<file path="src/design/i2cd_pkg.sv">
// ----------------------------------------------------------------------------
// I2C command decoder package
// Shared codes, result types and the version table of the command decoder.
// ----------------------------------------------------------------------------
package i2cd_pkg;

    localparam int NSLOT   = 5;
    localparam int RX_KEEP = 5;
    localparam int VER_LEN = 20;

    localparam logic [3:0] ACT_ADDR_RX   = 4'd0;
    localparam logic [3:0] ACT_ADDR_TX   = 4'd1;
    localparam logic [3:0] ACT_RX_BYTE   = 4'd2;
    localparam logic [3:0] ACT_TX_EMPTY  = 4'd3;
    localparam logic [3:0] ACT_BYTE_DONE = 4'd4;
    localparam logic [3:0] ACT_STOP      = 4'd5;
    localparam logic [3:0] ACT_NACK      = 4'd6;
    localparam logic [3:0] ACT_BUS_ERR   = 4'd7;
    localparam logic [3:0] ACT_STATUS    = 4'd8;

    localparam logic [3:0] KIND_NONE      = 4'd0;
    localparam logic [3:0] KIND_LIGHT_RST = 4'd1;
    localparam logic [3:0] KIND_HARD_RST  = 4'd2;
    localparam logic [3:0] KIND_USB0      = 4'd3;
    localparam logic [3:0] KIND_USB1      = 4'd4;
    localparam logic [3:0] KIND_REGULATOR = 4'd5;
    localparam logic [3:0] KIND_BTN_MODE  = 4'd6;
    localparam logic [3:0] KIND_BOOTLOAD  = 4'd7;
    localparam logic [3:0] KIND_LED_MODE  = 4'd8;
    localparam logic [3:0] KIND_LED_STATE = 4'd9;
    localparam logic [3:0] KIND_COLOUR    = 4'd10;
    localparam logic [3:0] KIND_VOLTAGE   = 4'd11;
    localparam logic [3:0] KIND_BRIGHT    = 4'd12;
    localparam logic [3:0] KIND_WDG_STATE = 4'd13;
    localparam logic [3:0] KIND_WDG_PERS  = 4'd14;
    localparam logic [3:0] KIND_CNT_DEC   = 4'd15;

    localparam logic [7:0] CMD_GET_STATUS  = 8'h01;
    localparam logic [7:0] CMD_GEN_CTRL    = 8'h02;
    localparam logic [7:0] CMD_LEDS_MODE   = 8'h03;
    localparam logic [7:0] CMD_LEDS_STATE  = 8'h04;
    localparam logic [7:0] CMD_COLOUR      = 8'h05;
    localparam logic [7:0] CMD_VOLTAGE     = 8'h06;
    localparam logic [7:0] CMD_BRIGHT      = 8'h07;
    localparam logic [7:0] CMD_GET_BRIGHT  = 8'h08;
    localparam logic [7:0] CMD_RESET_CAUSE = 8'h09;
    localparam logic [7:0] CMD_APP_VER     = 8'h0A;
    localparam logic [7:0] CMD_WDG_STATE   = 8'h0B;
    localparam logic [7:0] CMD_WDG_PERS    = 8'h0C;
    localparam logic [7:0] CMD_GET_WDG     = 8'h0D;
    localparam logic [7:0] CMD_BOOT_VER    = 8'h0E;

    localparam int ST_USB0        = 5;
    localparam int ST_USB1        = 6;
    localparam int ST_4V5         = 7;
    localparam int ST_BTN_MODE    = 8;
    localparam int ST_BTN_PRESSED = 9;

    typedef struct packed {
        logic        tx_valid;
        logic [7:0]  tx_byte;
        logic [3:0]  cmd_kind;
        logic [3:0]  cmd_target;
        logic [23:0] cmd_value;
        logic        rx_overflow;
    } t_result;

    typedef struct packed {
        logic [NSLOT-1:0]           vld;
        t_result [NSLOT-1:0]        slot;
    } t_bundle;

    localparam logic [7:0] VER_ROM [2*VER_LEN] = '{
        8'h3a, 8'h51, 8'h0c, 8'h9e, 8'h27, 8'hb4, 8'h68, 8'h13, 8'hf0, 8'h4d,
        8'h82, 8'h5f, 8'h16, 8'hc9, 8'h7a, 8'h30, 8'he5, 8'h09, 8'hab, 8'h64,
        8'h1b, 8'hd2, 8'h47, 8'h8e, 8'h55, 8'h6c, 8'h03, 8'hfa, 8'h91, 8'h2e,
        8'hb7, 8'h40, 8'hcd, 8'h18, 8'h7f, 8'he2, 8'h36, 8'h9b, 8'h04, 8'h5a
    };

    function automatic logic [7:0] ver_byte(input logic [5:0] idx);
        logic [7:0] v;
        v = 8'hff;
        if (idx < 6'(2*VER_LEN)) begin
            v = VER_ROM[idx];
        end
        return v;
    endfunction

    function automatic t_result mk_cmd(input logic [3:0] kind, input logic [3:0] target,
                                       input logic [23:0] value);
        t_result r;
        r             = '0;
        r.cmd_kind    = kind;
        r.cmd_target  = target;
        r.cmd_value   = value;
        return r;
    endfunction

endpackage

</file>
<file path="src/design/i2cd_core.sv">
// ----------------------------------------------------------------------------
// I2C command decoder core
// Holds bus phase, receive and transmit stores and the status word, and turns
// one bus event into a bundle of up to five results.
// ----------------------------------------------------------------------------
module i2cd_core #(
    parameter int RX_DEPTH = 8,
    parameter int TX_DEPTH = 20
) (
    input  logic               i_clk,
    input  logic               i_rst_n,
    input  logic               i_take,
    input  logic [3:0]         i_action,
    input  logic [7:0]         i_data_byte,
    input  logic [15:0]        i_status_mask,
    input  logic [15:0]        i_status_value,
    input  logic               i_cfg_we,
    input  logic               i_cfg_index,
    input  logic [7:0]         i_cfg_data,
    output i2cd_pkg::t_bundle  o_bundle
);
    import i2cd_pkg::*;

    localparam int CW = $clog2(RX_DEPTH + 1);
    localparam int RW = $clog2(TX_DEPTH + 1);

    typedef enum logic [1:0] {
        PH_STOPPED, PH_RECEIVING, PH_TRANSMITTING, PH_TRANSMITTED
    } t_phase;

    t_phase      r_phase, n_phase;
    logic [7:0]  r_rx [RX_KEEP];
    logic [7:0]  n_rx [RX_KEEP];
    logic [CW-1:0] r_rx_count, n_rx_count;
    logic [7:0]  r_tx0, n_tx0, r_tx1, n_tx1;
    logic        r_ver_loaded, n_ver_loaded, r_ver_boot, n_ver_boot;
    logic [6:0]  r_tx_pos, n_tx_pos;
    logic [RW-1:0] r_tx_rem, n_tx_rem;
    logic [15:0] r_status, n_status;
    logic [7:0]  r_wdg, n_wdg, r_bright, n_bright;
    logic [7:0]  r_reset_kind;
    logic        r_reg_present;

    t_bundle     bundle;
    logic [7:0]  e [RX_KEEP];
    logic [7:0]  tx_out;
    logic [5:0]  ver_idx;
    logic [5:0]  ver_base;
    logic [CW-1:0] n_cnt;

    always_comb begin
        ver_idx = (r_ver_boot ? 6'(VER_LEN) : 6'd0) + r_tx_pos[5:0];
        tx_out  = 8'hff;
        if (r_tx_pos < 7'(TX_DEPTH)) begin
            if (r_tx_pos == 7'd0) begin
                tx_out = r_tx0;
            end else if (r_tx_pos == 7'd1) begin
                tx_out = r_tx1;
            end else if (!r_ver_loaded) begin
                tx_out = 8'h00;
            end else if (r_tx_pos < 7'(VER_LEN)) begin
                tx_out = ver_byte(ver_idx);
            end
        end
    end

    always_comb begin
        for (int k = 0; k < RX_KEEP; k++) begin
            e[k] = (r_rx_count == CW'(k)) ? i_data_byte : r_rx[k];
        end
    end

    always_comb begin
        n_phase      = r_phase;
        n_rx         = r_rx;
        n_rx_count   = r_rx_count;
        n_tx0        = r_tx0;
        n_tx1        = r_tx1;
        n_ver_loaded = r_ver_loaded;
        n_ver_boot   = r_ver_boot;
        n_tx_pos     = r_tx_pos;
        n_tx_rem     = r_tx_rem;
        n_status     = r_status;
        n_wdg        = r_wdg;
        n_bright     = r_bright;
        bundle       = '0;
        n_cnt        = r_rx_count + CW'(1);
        ver_base     = 6'd0;

        case (i_action)
            ACT_ADDR_RX: begin
                n_phase    = PH_RECEIVING;
                n_rx_count = '0;
            end
            ACT_ADDR_TX: begin
                n_phase    = PH_TRANSMITTING;
                n_rx_count = '0;
            end
            ACT_RX_BYTE: begin
                if (r_phase == PH_RECEIVING) begin
                    if (r_rx_count >= CW'(RX_DEPTH)) begin
                        bundle.vld[0]              = 1'b1;
                        bundle.slot[0].rx_overflow = 1'b1;
                    end else begin
                        n_rx       = e;
                        n_rx_count = n_cnt;
                        unique case (e[0])
                            CMD_GET_STATUS: begin
                                n_tx0      = r_status[7:0];
                                n_tx1      = r_status[15:8];
                                n_tx_rem   = RW'(2);
                                n_rx_count = '0;
                                n_status[ST_BTN_PRESSED] = 1'b0;
                                bundle.vld[0]  = 1'b1;
                                bundle.slot[0] = mk_cmd(KIND_CNT_DEC, 4'd0,
                                                        24'(r_status[15:13]));
                            end
                            CMD_GEN_CTRL: begin
                                if (n_cnt == CW'(3)) begin
                                    n_rx_count = '0;
                                    if (e[1][0] && e[2][0]) begin
                                        bundle.vld[0]  = 1'b1;
                                        bundle.slot[0] = mk_cmd(KIND_LIGHT_RST, 4'd0, 24'd0);
                                    end else if (e[1][1] && e[2][1]) begin
                                        bundle.vld[0]  = 1'b1;
                                        bundle.slot[0] = mk_cmd(KIND_HARD_RST, 4'd0, 24'd0);
                                    end else begin
                                        if (e[1][3]) begin
                                            n_status[ST_USB0] = e[2][3];
                                            bundle.vld[0]  = 1'b1;
                                            bundle.slot[0] = mk_cmd(KIND_USB0, 4'd0,
                                                                    24'(e[2][3]));
                                        end
                                        if (e[1][4]) begin
                                            n_status[ST_USB1] = e[2][4];
                                            bundle.vld[1]  = 1'b1;
                                            bundle.slot[1] = mk_cmd(KIND_USB1, 4'd0,
                                                                    24'(e[2][4]));
                                        end
                                        if (r_reg_present && e[1][5]) begin
                                            if (!e[2][5]) begin
                                                n_status[ST_4V5] = 1'b0;
                                            end
                                            bundle.vld[2]  = 1'b1;
                                            bundle.slot[2] = mk_cmd(KIND_REGULATOR, 4'd0,
                                                                    24'(e[2][5]));
                                        end
                                        if (e[1][6]) begin
                                            n_status[ST_BTN_MODE] = e[2][6];
                                            bundle.vld[3]  = 1'b1;
                                            bundle.slot[3] = mk_cmd(KIND_BTN_MODE, 4'd0,
                                                                    24'(e[2][6]));
                                        end
                                        if (e[1][7] && e[2][7]) begin
                                            bundle.vld[4]  = 1'b1;
                                            bundle.slot[4] = mk_cmd(KIND_BOOTLOAD, 4'd0,
                                                                    24'd1);
                                        end
                                    end
                                end
                            end
                            CMD_LEDS_MODE, CMD_LEDS_STATE: begin
                                if (n_cnt == CW'(2)) begin
                                    n_rx_count     = '0;
                                    bundle.vld[0]  = 1'b1;
                                    bundle.slot[0] = mk_cmd(
                                        (e[0] == CMD_LEDS_MODE) ? KIND_LED_MODE : KIND_LED_STATE,
                                        e[1][3:0], 24'(e[1][4]));
                                end
                            end
                            CMD_COLOUR: begin
                                if (n_cnt == CW'(5)) begin
                                    n_rx_count     = '0;
                                    bundle.vld[0]  = 1'b1;
                                    bundle.slot[0] = mk_cmd(KIND_COLOUR, e[1][3:0],
                                                            {e[2], e[3], e[4]});
                                end
                            end
                            CMD_VOLTAGE: begin
                                if (!r_reg_present) begin
                                    n_rx_count = '0;
                                end else if (n_cnt == CW'(2)) begin
                                    n_rx_count     = '0;
                                    bundle.vld[0]  = 1'b1;
                                    bundle.slot[0] = mk_cmd(KIND_VOLTAGE, 4'd0, 24'(e[1]));
                                end
                            end
                            CMD_BRIGHT: begin
                                if (n_cnt == CW'(2)) begin
                                    n_rx_count     = '0;
                                    n_bright       = e[1];
                                    bundle.vld[0]  = 1'b1;
                                    bundle.slot[0] = mk_cmd(KIND_BRIGHT, 4'd0, 24'(e[1]));
                                end
                            end
                            CMD_GET_BRIGHT: begin
                                n_tx0      = r_bright;
                                n_tx_rem   = RW'(1);
                                n_rx_count = '0;
                            end
                            CMD_RESET_CAUSE: begin
                                n_tx0      = r_reset_kind;
                                n_tx_rem   = RW'(1);
                                n_rx_count = '0;
                            end
                            CMD_APP_VER, CMD_BOOT_VER: begin
                                ver_base     = (e[0] == CMD_BOOT_VER) ? 6'(VER_LEN) : 6'd0;
                                n_tx0        = ver_byte(ver_base);
                                n_tx1        = ver_byte(ver_base + 6'd1);
                                n_ver_loaded = 1'b1;
                                n_ver_boot   = (e[0] == CMD_BOOT_VER);
                                n_tx_rem     = RW'(TX_DEPTH);
                                n_rx_count   = '0;
                            end
                            CMD_WDG_STATE: begin
                                if (n_cnt == CW'(2)) begin
                                    n_rx_count     = '0;
                                    n_wdg          = e[1];
                                    bundle.vld[0]  = 1'b1;
                                    bundle.slot[0] = mk_cmd(KIND_WDG_STATE, 4'd0, 24'(e[1]));
                                end
                            end
                            CMD_WDG_PERS: begin
                                if (n_cnt == CW'(2)) begin
                                    n_rx_count     = '0;
                                    bundle.vld[0]  = 1'b1;
                                    bundle.slot[0] = mk_cmd(KIND_WDG_PERS, 4'd0, 24'(e[1]));
                                end
                            end
                            CMD_GET_WDG: begin
                                n_tx0      = r_wdg;
                                n_tx_rem   = RW'(1);
                                n_rx_count = '0;
                            end
                            default: begin
                                n_rx_count = '0;
                            end
                        endcase
                    end
                end
            end
            ACT_TX_EMPTY: begin
                if (r_phase == PH_TRANSMITTING) begin
                    if (r_tx_rem != '0) begin
                        bundle.vld[0]           = 1'b1;
                        bundle.slot[0].tx_valid = 1'b1;
                        bundle.slot[0].tx_byte  = tx_out;
                        if (r_tx_pos != 7'd127) begin
                            n_tx_pos = r_tx_pos + 7'd1;
                        end
                        n_tx_rem = r_tx_rem - RW'(1);
                    end
                    if (n_tx_rem == '0) begin
                        n_tx_pos = 7'd0;
                        n_phase  = PH_TRANSMITTED;
                    end
                end
            end
            ACT_BYTE_DONE: begin
                if (r_phase == PH_TRANSMITTED) begin
                    bundle.vld[0]           = 1'b1;
                    bundle.slot[0].tx_valid = 1'b1;
                    bundle.slot[0].tx_byte  = 8'hff;
                end
            end
            ACT_STOP, ACT_NACK, ACT_BUS_ERR: begin
                if (r_phase != PH_STOPPED || i_action != ACT_STOP) begin
                    n_tx_pos = 7'd0;
                    n_tx_rem = '0;
                    n_phase  = PH_STOPPED;
                end
            end
            ACT_STATUS: begin
                n_status = (r_status & ~i_status_mask) | (i_status_value & i_status_mask);
            end
            default: begin
            end
        endcase
    end

    always_ff @(posedge i_clk) begin
        if (!i_rst_n) begin
            r_phase       <= PH_STOPPED;
            r_rx_count    <= '0;
            r_tx_pos      <= '0;
            r_tx_rem      <= '0;
            r_status      <= '0;
            r_wdg         <= '0;
            r_bright      <= '0;
            r_ver_loaded  <= 1'b0;
            r_reset_kind  <= '0;
            r_reg_present <= 1'b1;
        end else begin
            if (i_take) begin
                r_phase      <= n_phase;
                r_rx_count   <= n_rx_count;
                r_tx_pos     <= n_tx_pos;
                r_tx_rem     <= n_tx_rem;
                r_status     <= n_status;
                r_wdg        <= n_wdg;
                r_bright     <= n_bright;
                r_ver_loaded <= n_ver_loaded;
            end
            if (i_cfg_we) begin
                if (i_cfg_index) begin
                    r_reg_present <= i_cfg_data[0];
                end else begin
                    r_reset_kind <= i_cfg_data;
                end
            end
        end
    end

    always_ff @(posedge i_clk) begin
        if (i_take) begin
            r_rx       <= n_rx;
            r_tx0      <= n_tx0;
            r_tx1      <= n_tx1;
            r_ver_boot <= n_ver_boot;
        end
    end

    assign o_bundle = bundle;

    a_count_range: assert property (@(posedge i_clk) disable iff (!i_rst_n)
        r_rx_count <= CW'(RX_DEPTH))
        else $error("receive count beyond depth");
    a_transmitted_empty: assert property (@(posedge i_clk) disable iff (!i_rst_n)
        (r_phase == PH_TRANSMITTED) |-> (r_tx_rem == '0 && r_tx_pos == 7'd0))
        else $error("transmitted phase with bytes left");
    a_stopped_clear: assert property (@(posedge i_clk) disable iff (!i_rst_n)
        (i_take && (i_action == ACT_NACK || i_action == ACT_BUS_ERR))
        |=> (r_phase == PH_STOPPED && r_tx_rem == '0))
        else $error("nack or bus error did not stop");

endmodule

</file>
<file path="src/design/i2cd_emit.sv">
// ----------------------------------------------------------------------------
// I2C command decoder result queue
// Holds the results of one event and hands them out one per transfer.
// ----------------------------------------------------------------------------
module i2cd_emit (
    input  logic               i_clk,
    input  logic               i_rst_n,
    input  logic               i_take,
    input  i2cd_pkg::t_bundle  i_bundle,
    output logic               o_busy,
    output logic               o_valid,
    input  logic               i_stall,
    output i2cd_pkg::t_result  o_result,
    output logic               o_last
);
    import i2cd_pkg::*;

    logic [NSLOT-1:0] r_vld;
    t_result          r_slot [NSLOT];
    logic [NSLOT-1:0] sel;
    logic             out_take;

    always_comb begin
        sel      = '0;
        o_result = r_slot[0];
        for (int k = NSLOT - 1; k >= 0; k--) begin
            if (r_vld[k]) begin
                sel      = '0;
                sel[k]   = 1'b1;
                o_result = r_slot[k];
            end
        end
    end

    assign o_valid  = |r_vld;
    assign o_last   = (r_vld & ~sel) == '0;
    assign out_take = o_valid && !i_stall;
    assign o_busy   = o_valid && !(out_take && o_last);

    always_ff @(posedge i_clk) begin
        if (!i_rst_n) begin
            r_vld <= '0;
        end else if (i_take) begin
            r_vld <= i_bundle.vld;
        end else if (out_take) begin
            r_vld <= r_vld & ~sel;
        end
    end

    always_ff @(posedge i_clk) begin
        if (i_take) begin
            for (int k = 0; k < NSLOT; k++) begin
                r_slot[k] <= i_bundle.slot[k];
            end
        end
    end

    a_no_take_busy: assert property (@(posedge i_clk) disable iff (!i_rst_n)
        o_busy |-> !i_take)
        else $error("event taken while results pending");
    a_hold: assert property (@(posedge i_clk) disable iff (!i_rst_n)
        (o_valid && i_stall && !i_take) |=> $stable(r_vld))
        else $error("pending results changed under stall");
    a_drain: assert property (@(posedge i_clk) disable iff (!i_rst_n)
        (out_take && o_last && !i_take) |=> !o_valid)
        else $error("result left after final transfer");

endmodule

</file>
<file path="src/design/i2c_slave_command_decoder.sv">
// ----------------------------------------------------------------------------
// I2C slave command decoder
// Decodes I2C slave bus events into command results and transmit bytes.
// ----------------------------------------------------------------------------
// Results of an event are registered and appear in the cycle after it is accepted.
// Throughput: one event per cycle when it gives at most one result; an event
// with N results stalls the input while the result queue drains, and for
// every cycle in which the receiver stalls a result.
// Reset: synchronous, active low; phase stopped, counts and status cleared,
// regulator_present set to 1. No clearing pass is needed.
module i2c_slave_command_decoder #(
    parameter int RX_DEPTH = 8,
    parameter int TX_DEPTH = 20
) (
    input  logic        i_clk,
    input  logic        i_rst_n,
    input  logic        i_in_valid,
    output logic        o_in_stall,
    input  logic [3:0]  i_action,
    input  logic [7:0]  i_data_byte,
    input  logic [15:0] i_status_mask,
    input  logic [15:0] i_status_value,
    output logic        o_out_valid,
    input  logic        i_out_stall,
    output logic        o_tx_valid,
    output logic [7:0]  o_tx_byte,
    output logic [3:0]  o_cmd_kind,
    output logic [3:0]  o_cmd_target,
    output logic [23:0] o_cmd_value,
    output logic        o_rx_overflow,
    output logic        o_last,
    input  logic        i_cfg_we,
    input  logic        i_cfg_index,
    input  logic [7:0]  i_cfg_data
);
    import i2cd_pkg::*;

    t_bundle bundle;
    t_result result;
    logic    busy;
    logic    take;

    assign take       = i_in_valid && !busy;
    assign o_in_stall = busy;

    i2cd_core #(
        .RX_DEPTH(RX_DEPTH),
        .TX_DEPTH(TX_DEPTH)
    ) u_core (
        .i_clk         (i_clk),
        .i_rst_n       (i_rst_n),
        .i_take        (take),
        .i_action      (i_action),
        .i_data_byte   (i_data_byte),
        .i_status_mask (i_status_mask),
        .i_status_value(i_status_value),
        .i_cfg_we      (i_cfg_we),
        .i_cfg_index   (i_cfg_index),
        .i_cfg_data    (i_cfg_data),
        .o_bundle      (bundle)
    );

    i2cd_emit u_emit (
        .i_clk   (i_clk),
        .i_rst_n (i_rst_n),
        .i_take  (take),
        .i_bundle(bundle),
        .o_busy  (busy),
        .o_valid (o_out_valid),
        .i_stall (i_out_stall),
        .o_result(result),
        .o_last  (o_last)
    );

    assign o_tx_valid    = result.tx_valid;
    assign o_tx_byte     = result.tx_byte;
    assign o_cmd_kind    = result.cmd_kind;
    assign o_cmd_target  = result.cmd_target;
    assign o_cmd_value   = result.cmd_value;
    assign o_rx_overflow = result.rx_overflow;

endmodule
</file>
<file path="config.mk">
export PLATFORM = sky130hd
export DESIGN_NAME = i2c_slave_command_decoder
export DESIGN_NICKNAME = d
export VERILOG_FILES = /design/src/design/i2cd_pkg.sv /design/src/design/i2cd_core.sv /design/src/design/i2cd_emit.sv /design/src/design/i2c_slave_command_decoder.sv
export SDC_FILE = /design/constraint.sdc
export NUM_CORES = 1
export LEC_CHECK = 0
export BUFFER_PORTS_ARGS = -buffer_cell sky130_fd_sc_hd__buf_2
export CAP_MARGIN = 20
export CORE_MARGIN = 2
export CORE_UTILIZATION = 60
export CTS_CLUSTER_SIZE = 16
export DETAILED_ROUTE_END_ITERATION = 7
export PLACE_DENSITY = 0.92
export SLEW_MARGIN = 40
export SYNTH_ARGS = -nofsm -noshare
export SYNTH_HDL_FRONTEND = slang
export SYNTH_SLANG_ARGS = --single-unit
export TNS_END_PERCENT = 5
</file>
<file path="constraint.sdc">
create_clock -name i_clk -period 4.8 [get_ports i_clk]
set_input_delay 0.48 -clock i_clk [delete_from_list [all_inputs] [get_ports i_clk]]
set_output_delay 0.48 -clock i_clk [all_outputs]
set_load 0.01 [all_outputs]
</file>
# == Word-level counts from Yosys, hierarchy flattened ==
# Memories as Yosys holds them, arrays and structs flattened.
# Cells that the tools add are included.
# W data, S select, Z words.
# word_totals
ff_bits,122
memories,4
input_bits,58
romBits,1536
out_inout_bits,45
ramBits,210
# mem_list
name,depth,width,read_ports,rd_clocked_by_memory_dff,write_ports,line_no,rtl
(name not given),64,8,1,0,0,i2cd_pkg.sv:84,v = VER_ROM[idx];
(name not given),64,8,1,0,0,i2cd_pkg.sv:84,
(name not given),64,8,1,0,0,i2cd_pkg.sv:84,
u_emit.r_slot,5,42,5,0,5,i2cd_emit.sv:19,t_result r_slot [NSLOT];
# op_classes
n_bitwise,11
n_reduce_logical,52
n_eq_ne,53
n_lt_le_gt_ge,8
n_addsub,5
n_mux,126
# op_table
cell,count
$mux W215,2
$mux W168,2
$mux W42,8
$pmux W42 S8,1
$mux W158,2
$mux W33,7
$mux W209,1
$mux W8,18
$mux W32,4
$mux W5,18
$mux W4,15
$eq A8 B4 Y1 const B,7
$pmux W8 S5,1
$mux W7,5
$and A16 B16 Y16,2
$eq A8 B3 Y1 const B,4
$mux W31,1
$pmux W5 S3,2
$mux W9,3
$pmux W9 S3,1
$reduce_and A9 Y1,3
$reduce_and A5 Y1,5
$eq A4 B2 Y1 const B,6
$eq A4 B3 Y1 const B,6
other kinds (56),131

# == Depth between registers and ports, before layout ==
# logic_depth
depth_word,15
ltp_mapped,13

# == Hierarchy ==
# Synthesis repeated with hierarchy kept, for this count alone.
# unflattened
cells_unflattened,1618
hier_area_um2,18003.5
# modules_own_cells
mod,area_each_um2,cells_each,instances,seq_area_each_um2
i2cd_emit,9052.4,543,1,6406.1
i2cd_core,8937.3,1074,1,2912.8
i2c_slave_command_decoder,13.8,1,1,0.0

# == Worst setup path after synthesis ==
# Ideal clock, no wire load.
# synth_path
path_kind,in2reg
from,input port i_out_stall
to,register u_core.r_bright[0]
setup_slack_ns,1.343
cell_stages,9
arrival_time_ns,3.328
cell_sequence,maj3_1 -> o31a_1 -> or3_4 -> or2_4 -> inv_1 -> nand3_1 -> clkbuf_1 -> nand3_1 -> o21ai_0
# synth_between
elab_chain_len,8
# synth_lines
element,line_no,rtl
start: declaration,i2c_slave_command_decoder.sv:24,"input logic i_out_stall,"
$logic_not A1 Y1,i2cd_emit.sv:37,assign out_take = o_valid && !i_stall;
$logic_and A1 B1 Y1,i2cd_emit.sv:37,
$logic_and A1 B1 Y1,i2cd_emit.sv:38,assign o_busy = o_valid && !(out_take && o_last);
$logic_not A1 Y1,i2cd_emit.sv:38,
$logic_and A1 B1 Y1,i2cd_emit.sv:38,
$logic_not A1 Y1,i2c_slave_command_decoder.sv:43,assign take = i_in_valid && !busy;
$logic_and A1 B1 Y1,i2c_slave_command_decoder.sv:43,
$reduce_and A6 Y1 (no line),n/a,
end signal: assignment,i2cd_core.sv:301,r_bright <= n_bright;
end: declaration,i2cd_core.sv:40,"logic [7:0] r_wdg, n_wdg, r_bright, n_bright;"
# Every way passes these cells.
# A chain may end at the register's enable or synchronous reset.

# == Final worst setup path ==
# layout_path
from,register u_core.r_rx_count[0]
to,"register u_core.r_tx0[0], enable pin"
# layout_between
elab_chain_len,6
elab_cells_between_ends,13
classes_between,order compare (1); eq/ne (6); mux (1); bitwise (1); reduce/logical (4)
# layout_lines
element,line_no,rtl
start: declaration,i2cd_core.sv:34,"logic [CW-1:0] r_rx_count, n_rx_count;"
start signal: assignment,i2cd_core.sv:296,r_rx_count <= n_rx_count;
$logic_not A4 Y1,i2cd_core.sv:69,e[k] = (r_rx_count == CW'(k)) ? i_data_byte : r_rx[k];
$mux W8,i2cd_core.sv:69,
$eq A8 B4 Y1,i2cd_core.sv:107,unique case (e[0])
$reduce_or A2 Y1,i2cd_core.sv:107,
$reduce_bool A5 Y1 (no line),n/a,
$reduce_and A5 Y1 (no line) (*),n/a,
end signal: assignment,i2cd_core.sv:317,r_tx0 <= n_tx0;
end: declaration,i2cd_core.sv:35,"logic [7:0] r_tx0, n_tx0, r_tx1, n_tx1;"
# Mark *: on every way between the ends. The rest lies on a longest branch, timed or not.

==> qor.txt <==
Ant. Diodes - 0
Maximum resistive drop on vdd - 0.245 mV
Total Nets Final - 1186
Clk sinks - 171
Fraction of final layout cells with drive strength greater than 1 - 17.7%
Total negative slack for setup checks - 0 ns
Count of pins over their slew limit - 0
Fin crit period - 3.74 ns
Cell seen most often among critical-path stages - sky130_fd_sc_hd__nor2_1
Count of synthesis-stage warnings from yosys - 0
Number of inserted filler cells in the final layout - 1170
Number of detailed-routing iterations run before antenna repair - 6
Avg WL per Cell - 19.8 µm
Required time at the endpoint of the critical path - 4.87 ns
Adder-cell share of the synthesized area - 2.42%
DRC violation count after routing - 0
Cells on worst reg2reg path - 8
Final routed wirelength across all metal layers - 26500 µm
Antenna-violating nets left - 0
Power density relative to cell area - 301 nW/µm²
FFs w/ async S/R, synth - 0%
Via count of the first global-routing pass - 7801
Startpoint kind of the worst setup timing path - register
Reported leakage power - 4.21 nW
CP max stage cell - sky130_fd_sc_hd__a211oi_1
First-pass GRT wire length - 41200 µm
Multiplexer area fraction after synthesis - 6.44%
Most common cell after layout, fill and taps aside - sky130_fd_sc_hd__nand2_1
Area of the core region - 15800 µm²
Largest clock skew in the final design - 0.0148 ns
Congestion Overflow GR - 0
Routability cong. - 1.01
Final Total Pwr - 3.28 mW
CTS tree - yes
Maximum number of pins on one net before global-route repair - 41
Kind of capture point of the worst setup path - register
Place WS - 1.18 ns
Overall fraction of global-route tracks in use - 31.3%
Post-CTS setup repair buffer count - 0
Violation count after the first detailed-route iteration - 1349
Area fraction in compound gates after synthesis - 17.2%
HP Class - input pin to register
Vias after detailed routing - 8637
Worst hold path cell count - 3
Width of the die - 131 µm
Final setup violating endpoints - 0
Max capacitance violation total - 0
Count of instances resized after the clock tree is built - 0
Status - finished, final reports clean
Share of synthesized cell area in and, or, nand and nor gates - 22.2%
Syn Area/Cell - 9.29 µm²
Fraction of synthesized cell area in xor and xnor cells - 0.455%
Endpoint arrival time on the critical path - 3.81 ns
Largest fanout on the critical path - 21
CTS root buf - sky130_fd_sc_hd__clkbuf_16
Dominant combinational cell family by area after synthesis - simple AND/OR/NAND/NOR gates
Fmax achieved - 0.267 GHz
Synthesized net count - 1111
Worst path buffer plus inverter count - 1
Vias per inst - 6.45
Final HPWL DP - 18400 µm
Cell family with most CP delay - compound AO/OA/AOI/OAI gates
Total standard cell area after synthesis - 9630 µm²
Largest buffer count on any clock path - 2
Final clock period utilization by the worst path - 77.9%
Final worst slack - 1.06 ns
Number of register bits inferred by synthesis - 171
Delay of the slowest cell on the worst path - 0.69 ns
Relative max-transition margin - 43.3%
CTS Hold Buffers Added - 0
Number of buffer cells added on primary ports - 102
Number of buffers created by CTS - 17
H-tree depth - 4
Boundary pin count - 103
Cell chain of the critical path - inv_1 -> ha_1 -> or3b_4 -> nor3_1 -> nor2_1 -> a211oi_1 -> nor2_1 -> a21oi_1
Placement Rows - 46
Full die area - 17100 µm²
Antenna violations before repair - 0
Most frequent cells in the layout - sky130_fd_sc_hd__nand2_1 (138), sky130_fd_sc_hd__edfxtp_1 (106), sky130_fd_sc_hd__buf_2 (103)
Setup Crit Path Kind - register to register
Commonest register cell after synthesis - sky130_fd_sc_hd__edfxtp_1
Register area share after synthesis - 46.6%
Final hold viol count - 0
Growth of design area from synthesis to finish - 13.4%
Number of distinct library cell variants in the gate-level netlist after synthesis - 85
Vertical extent of the die - 131 µm
Worst-Skew Late Latency - 0.44 ns
RSZ-0062 raised after global routing - no
Number of flops mapped to enable cells by yosys - 106
Initial core utilization - 61.1%
Transition time at the pin with the least slew margin - 0.827 ns
Gate count of the mapped netlist - 1036
Clock transition at the register clock pins on the worst setup and hold paths after CTS - 0.07 ns
Instance count on the critical path - 8
==> tightest hold or removal path: cells and delay by family <==
kind                   cells  cell delay (ns)
muxes                      1             0.05
buffers and inverters      1             0.08
and+or+nand+nor            1             0.07
==> sequential cells by signal (all words and copies together) (netlist names), named ones only <==
signal / count
u_core.r_ver_boot: 1
u_core.r_rx_count: 4
u_emit.r_vld: 5
u_core.r_status: 2
u_core.r_tx1: 8
u_core.r_bright: 8
u_core.r_wdg: 8
u_emit.r_slot: 49
u_core.r_ver_loaded: 1
u_core.r_reset_kind: 8
u_core.r_rx: 40
u_core.r_reg_present: 1
u_core.r_tx_rem: 5
u_core.r_tx_pos: 7
u_core.r_tx0: 8
u_core.r_phase: 2
==> cell families after synthesis <==
| logic type | count (synthesis) |
|---|---|
| compound gates | 254 |
| simple gates | 423 |
| xor+xnor | 5 |
| fa+ha+maj | 19 |
| mux | 57 |
| flops | 171 |
| buf+inv | 107 |
==> area by class of cell <==
class | count | area [µm²] | share of cell area [%]
Multi-Input combinational cell | 758 | 4740 | 43.4
Sequential cell | 171 | 4480 | 41.1
Timing Repair Buffer | 114 | 602 | 5.51
Clock buffer | 18 | 429 | 3.93
Tap cell | 216 | 270 | 2.48
Clock inverter | 14 | 214 | 1.96
Inverter | 49 | 184 | 1.68
==> synth_stat cells (3+ instances only) <==
| master | count | area [µm²] |
|---|---|---|
| sky130_fd_sc_hd__buf_6 | 5 | 56.3 |
| sky130_fd_sc_hd__buf_1 | 5 | 18.8 |
| sky130_fd_sc_hd__and2_1 | 12 | 75.1 |
| sky130_fd_sc_hd__inv_1 | 44 | 165 |
| sky130_fd_sc_hd__nand3_1 | 43 | 215 |
| sky130_fd_sc_hd__o2bb2ai_1 | 5 | 43.8 |
| sky130_fd_sc_hd__nor2_1 | 70 | 263 |
| sky130_fd_sc_hd__dfxtp_1 | 65 | 1300 |
| sky130_fd_sc_hd__nor3_1 | 20 | 100 |
| sky130_fd_sc_hd__and3_1 | 15 | 93.8 |
| sky130_fd_sc_hd__or3_1 | 8 | 50.1 |
| sky130_fd_sc_hd__or4_1 | 5 | 37.5 |
| sky130_fd_sc_hd__a21oi_1 | 55 | 275 |
| sky130_fd_sc_hd__o21a_1 | 11 | 82.6 |
| sky130_fd_sc_hd__a222oi_1 | 3 | 30.0 |
| sky130_fd_sc_hd__o41ai_1 | 3 | 26.3 |
| sky130_fd_sc_hd__nor4_1 | 5 | 31.3 |
| sky130_fd_sc_hd__nand2b_1 | 17 | 106 |
| sky130_fd_sc_hd__o211ai_1 | 8 | 60.1 |
| sky130_fd_sc_hd__nor3b_1 | 8 | 60.1 |
| sky130_fd_sc_hd__mux2i_1 | 37 | 370 |
| sky130_fd_sc_hd__o22ai_1 | 10 | 62.6 |
| sky130_fd_sc_hd__xnor2_1 | 3 | 26.3 |
| sky130_fd_sc_hd__ha_1 | 17 | 213 |
| sky130_fd_sc_hd__a31oi_1 | 17 | 106 |
| sky130_fd_sc_hd__nor4b_1 | 3 | 26.3 |
| sky130_fd_sc_hd__a211oi_1 | 9 | 67.6 |
| sky130_fd_sc_hd__nor2b_1 | 51 | 319 |
| sky130_fd_sc_hd__a32oi_1 | 3 | 26.3 |
| sky130_fd_sc_hd__o31ai_1 | 6 | 45.0 |
| sky130_fd_sc_hd__o221ai_1 | 4 | 35.0 |
| sky130_fd_sc_hd__clkinv_1 | 4 | 15.0 |
| sky130_fd_sc_hd__a311oi_1 | 3 | 26.3 |
| sky130_fd_sc_hd__clkbuf_1 | 41 | 154 |
| sky130_fd_sc_hd__nand3b_1 | 8 | 60.1 |
| sky130_fd_sc_hd__edfxtp_1 | 106 | 3180 |
| sky130_fd_sc_hd__buf_2 | 6 | 30.0 |
| sky130_fd_sc_hd__mux2_2 | 17 | 191 |
| sky130_fd_sc_hd__a22oi_1 | 6 | 45.0 |
| sky130_fd_sc_hd__o21ai_2 | 8 | 70.1 |
| sky130_fd_sc_hd__nand4_1 | 6 | 37.5 |
| sky130_fd_sc_hd__nand2_1 | 138 | 518 |
| sky130_fd_sc_hd__o21ai_0 | 73 | 365 |
==> routing by layer <==
metal / track usage (%) / share of wire (%)
met5: 0 / 0
met4: 14.3 / 4.6
met3: 5.82 / 12
met2: 48.9 / 45
met1: 42.9 / 39
==> report_power, final <==
| group | total (mW) | switching [mW] | internal (mW) |
|---|---|---|---|
| logic | 0.182 | 0.117 | 0.0654 |
| clock network | 1.52 | 0.591 | 0.926 |
| registers | 1.58 | 0.0117 | 1.57 |
| total | 3.28 | 0.719 | 2.56 |
==> worst paths after layout <==
kind	to	slack [ns]	from
max	u_core.r_tx0[0]$_DFFE_PP_	1.06	u_core.r_rx_count[0]$_SDFFE_PN0P_
min	u_core.r_reset_kind[7]$_SDFFE_PN0P_	0.28	i_cfg_data[7]
max reg2reg	u_core.r_tx0[0]$_DFFE_PP_	1.06	u_core.r_rx_count[0]$_SDFFE_PN0P_
min reg2reg	u_core.r_wdg[6]$_SDFFE_PN0P_	0.46	u_core.r_wdg[6]$_SDFFE_PN0P_
==> metrics by stage <==
stage	instances	utilization, %	cell area, µm²	hold slack (ns)
floorplan	1036	-	9630	0.431
global placement	1306	64.9	10200	0.449
detailed placement	1306	65.0	10200	0.453
CTS	1338	69.1	10900	0.274
global route	1340	69.2	10900	0.291
finish	1340	69.2	10900	0.278
Power figures use the tool's default switching activity.
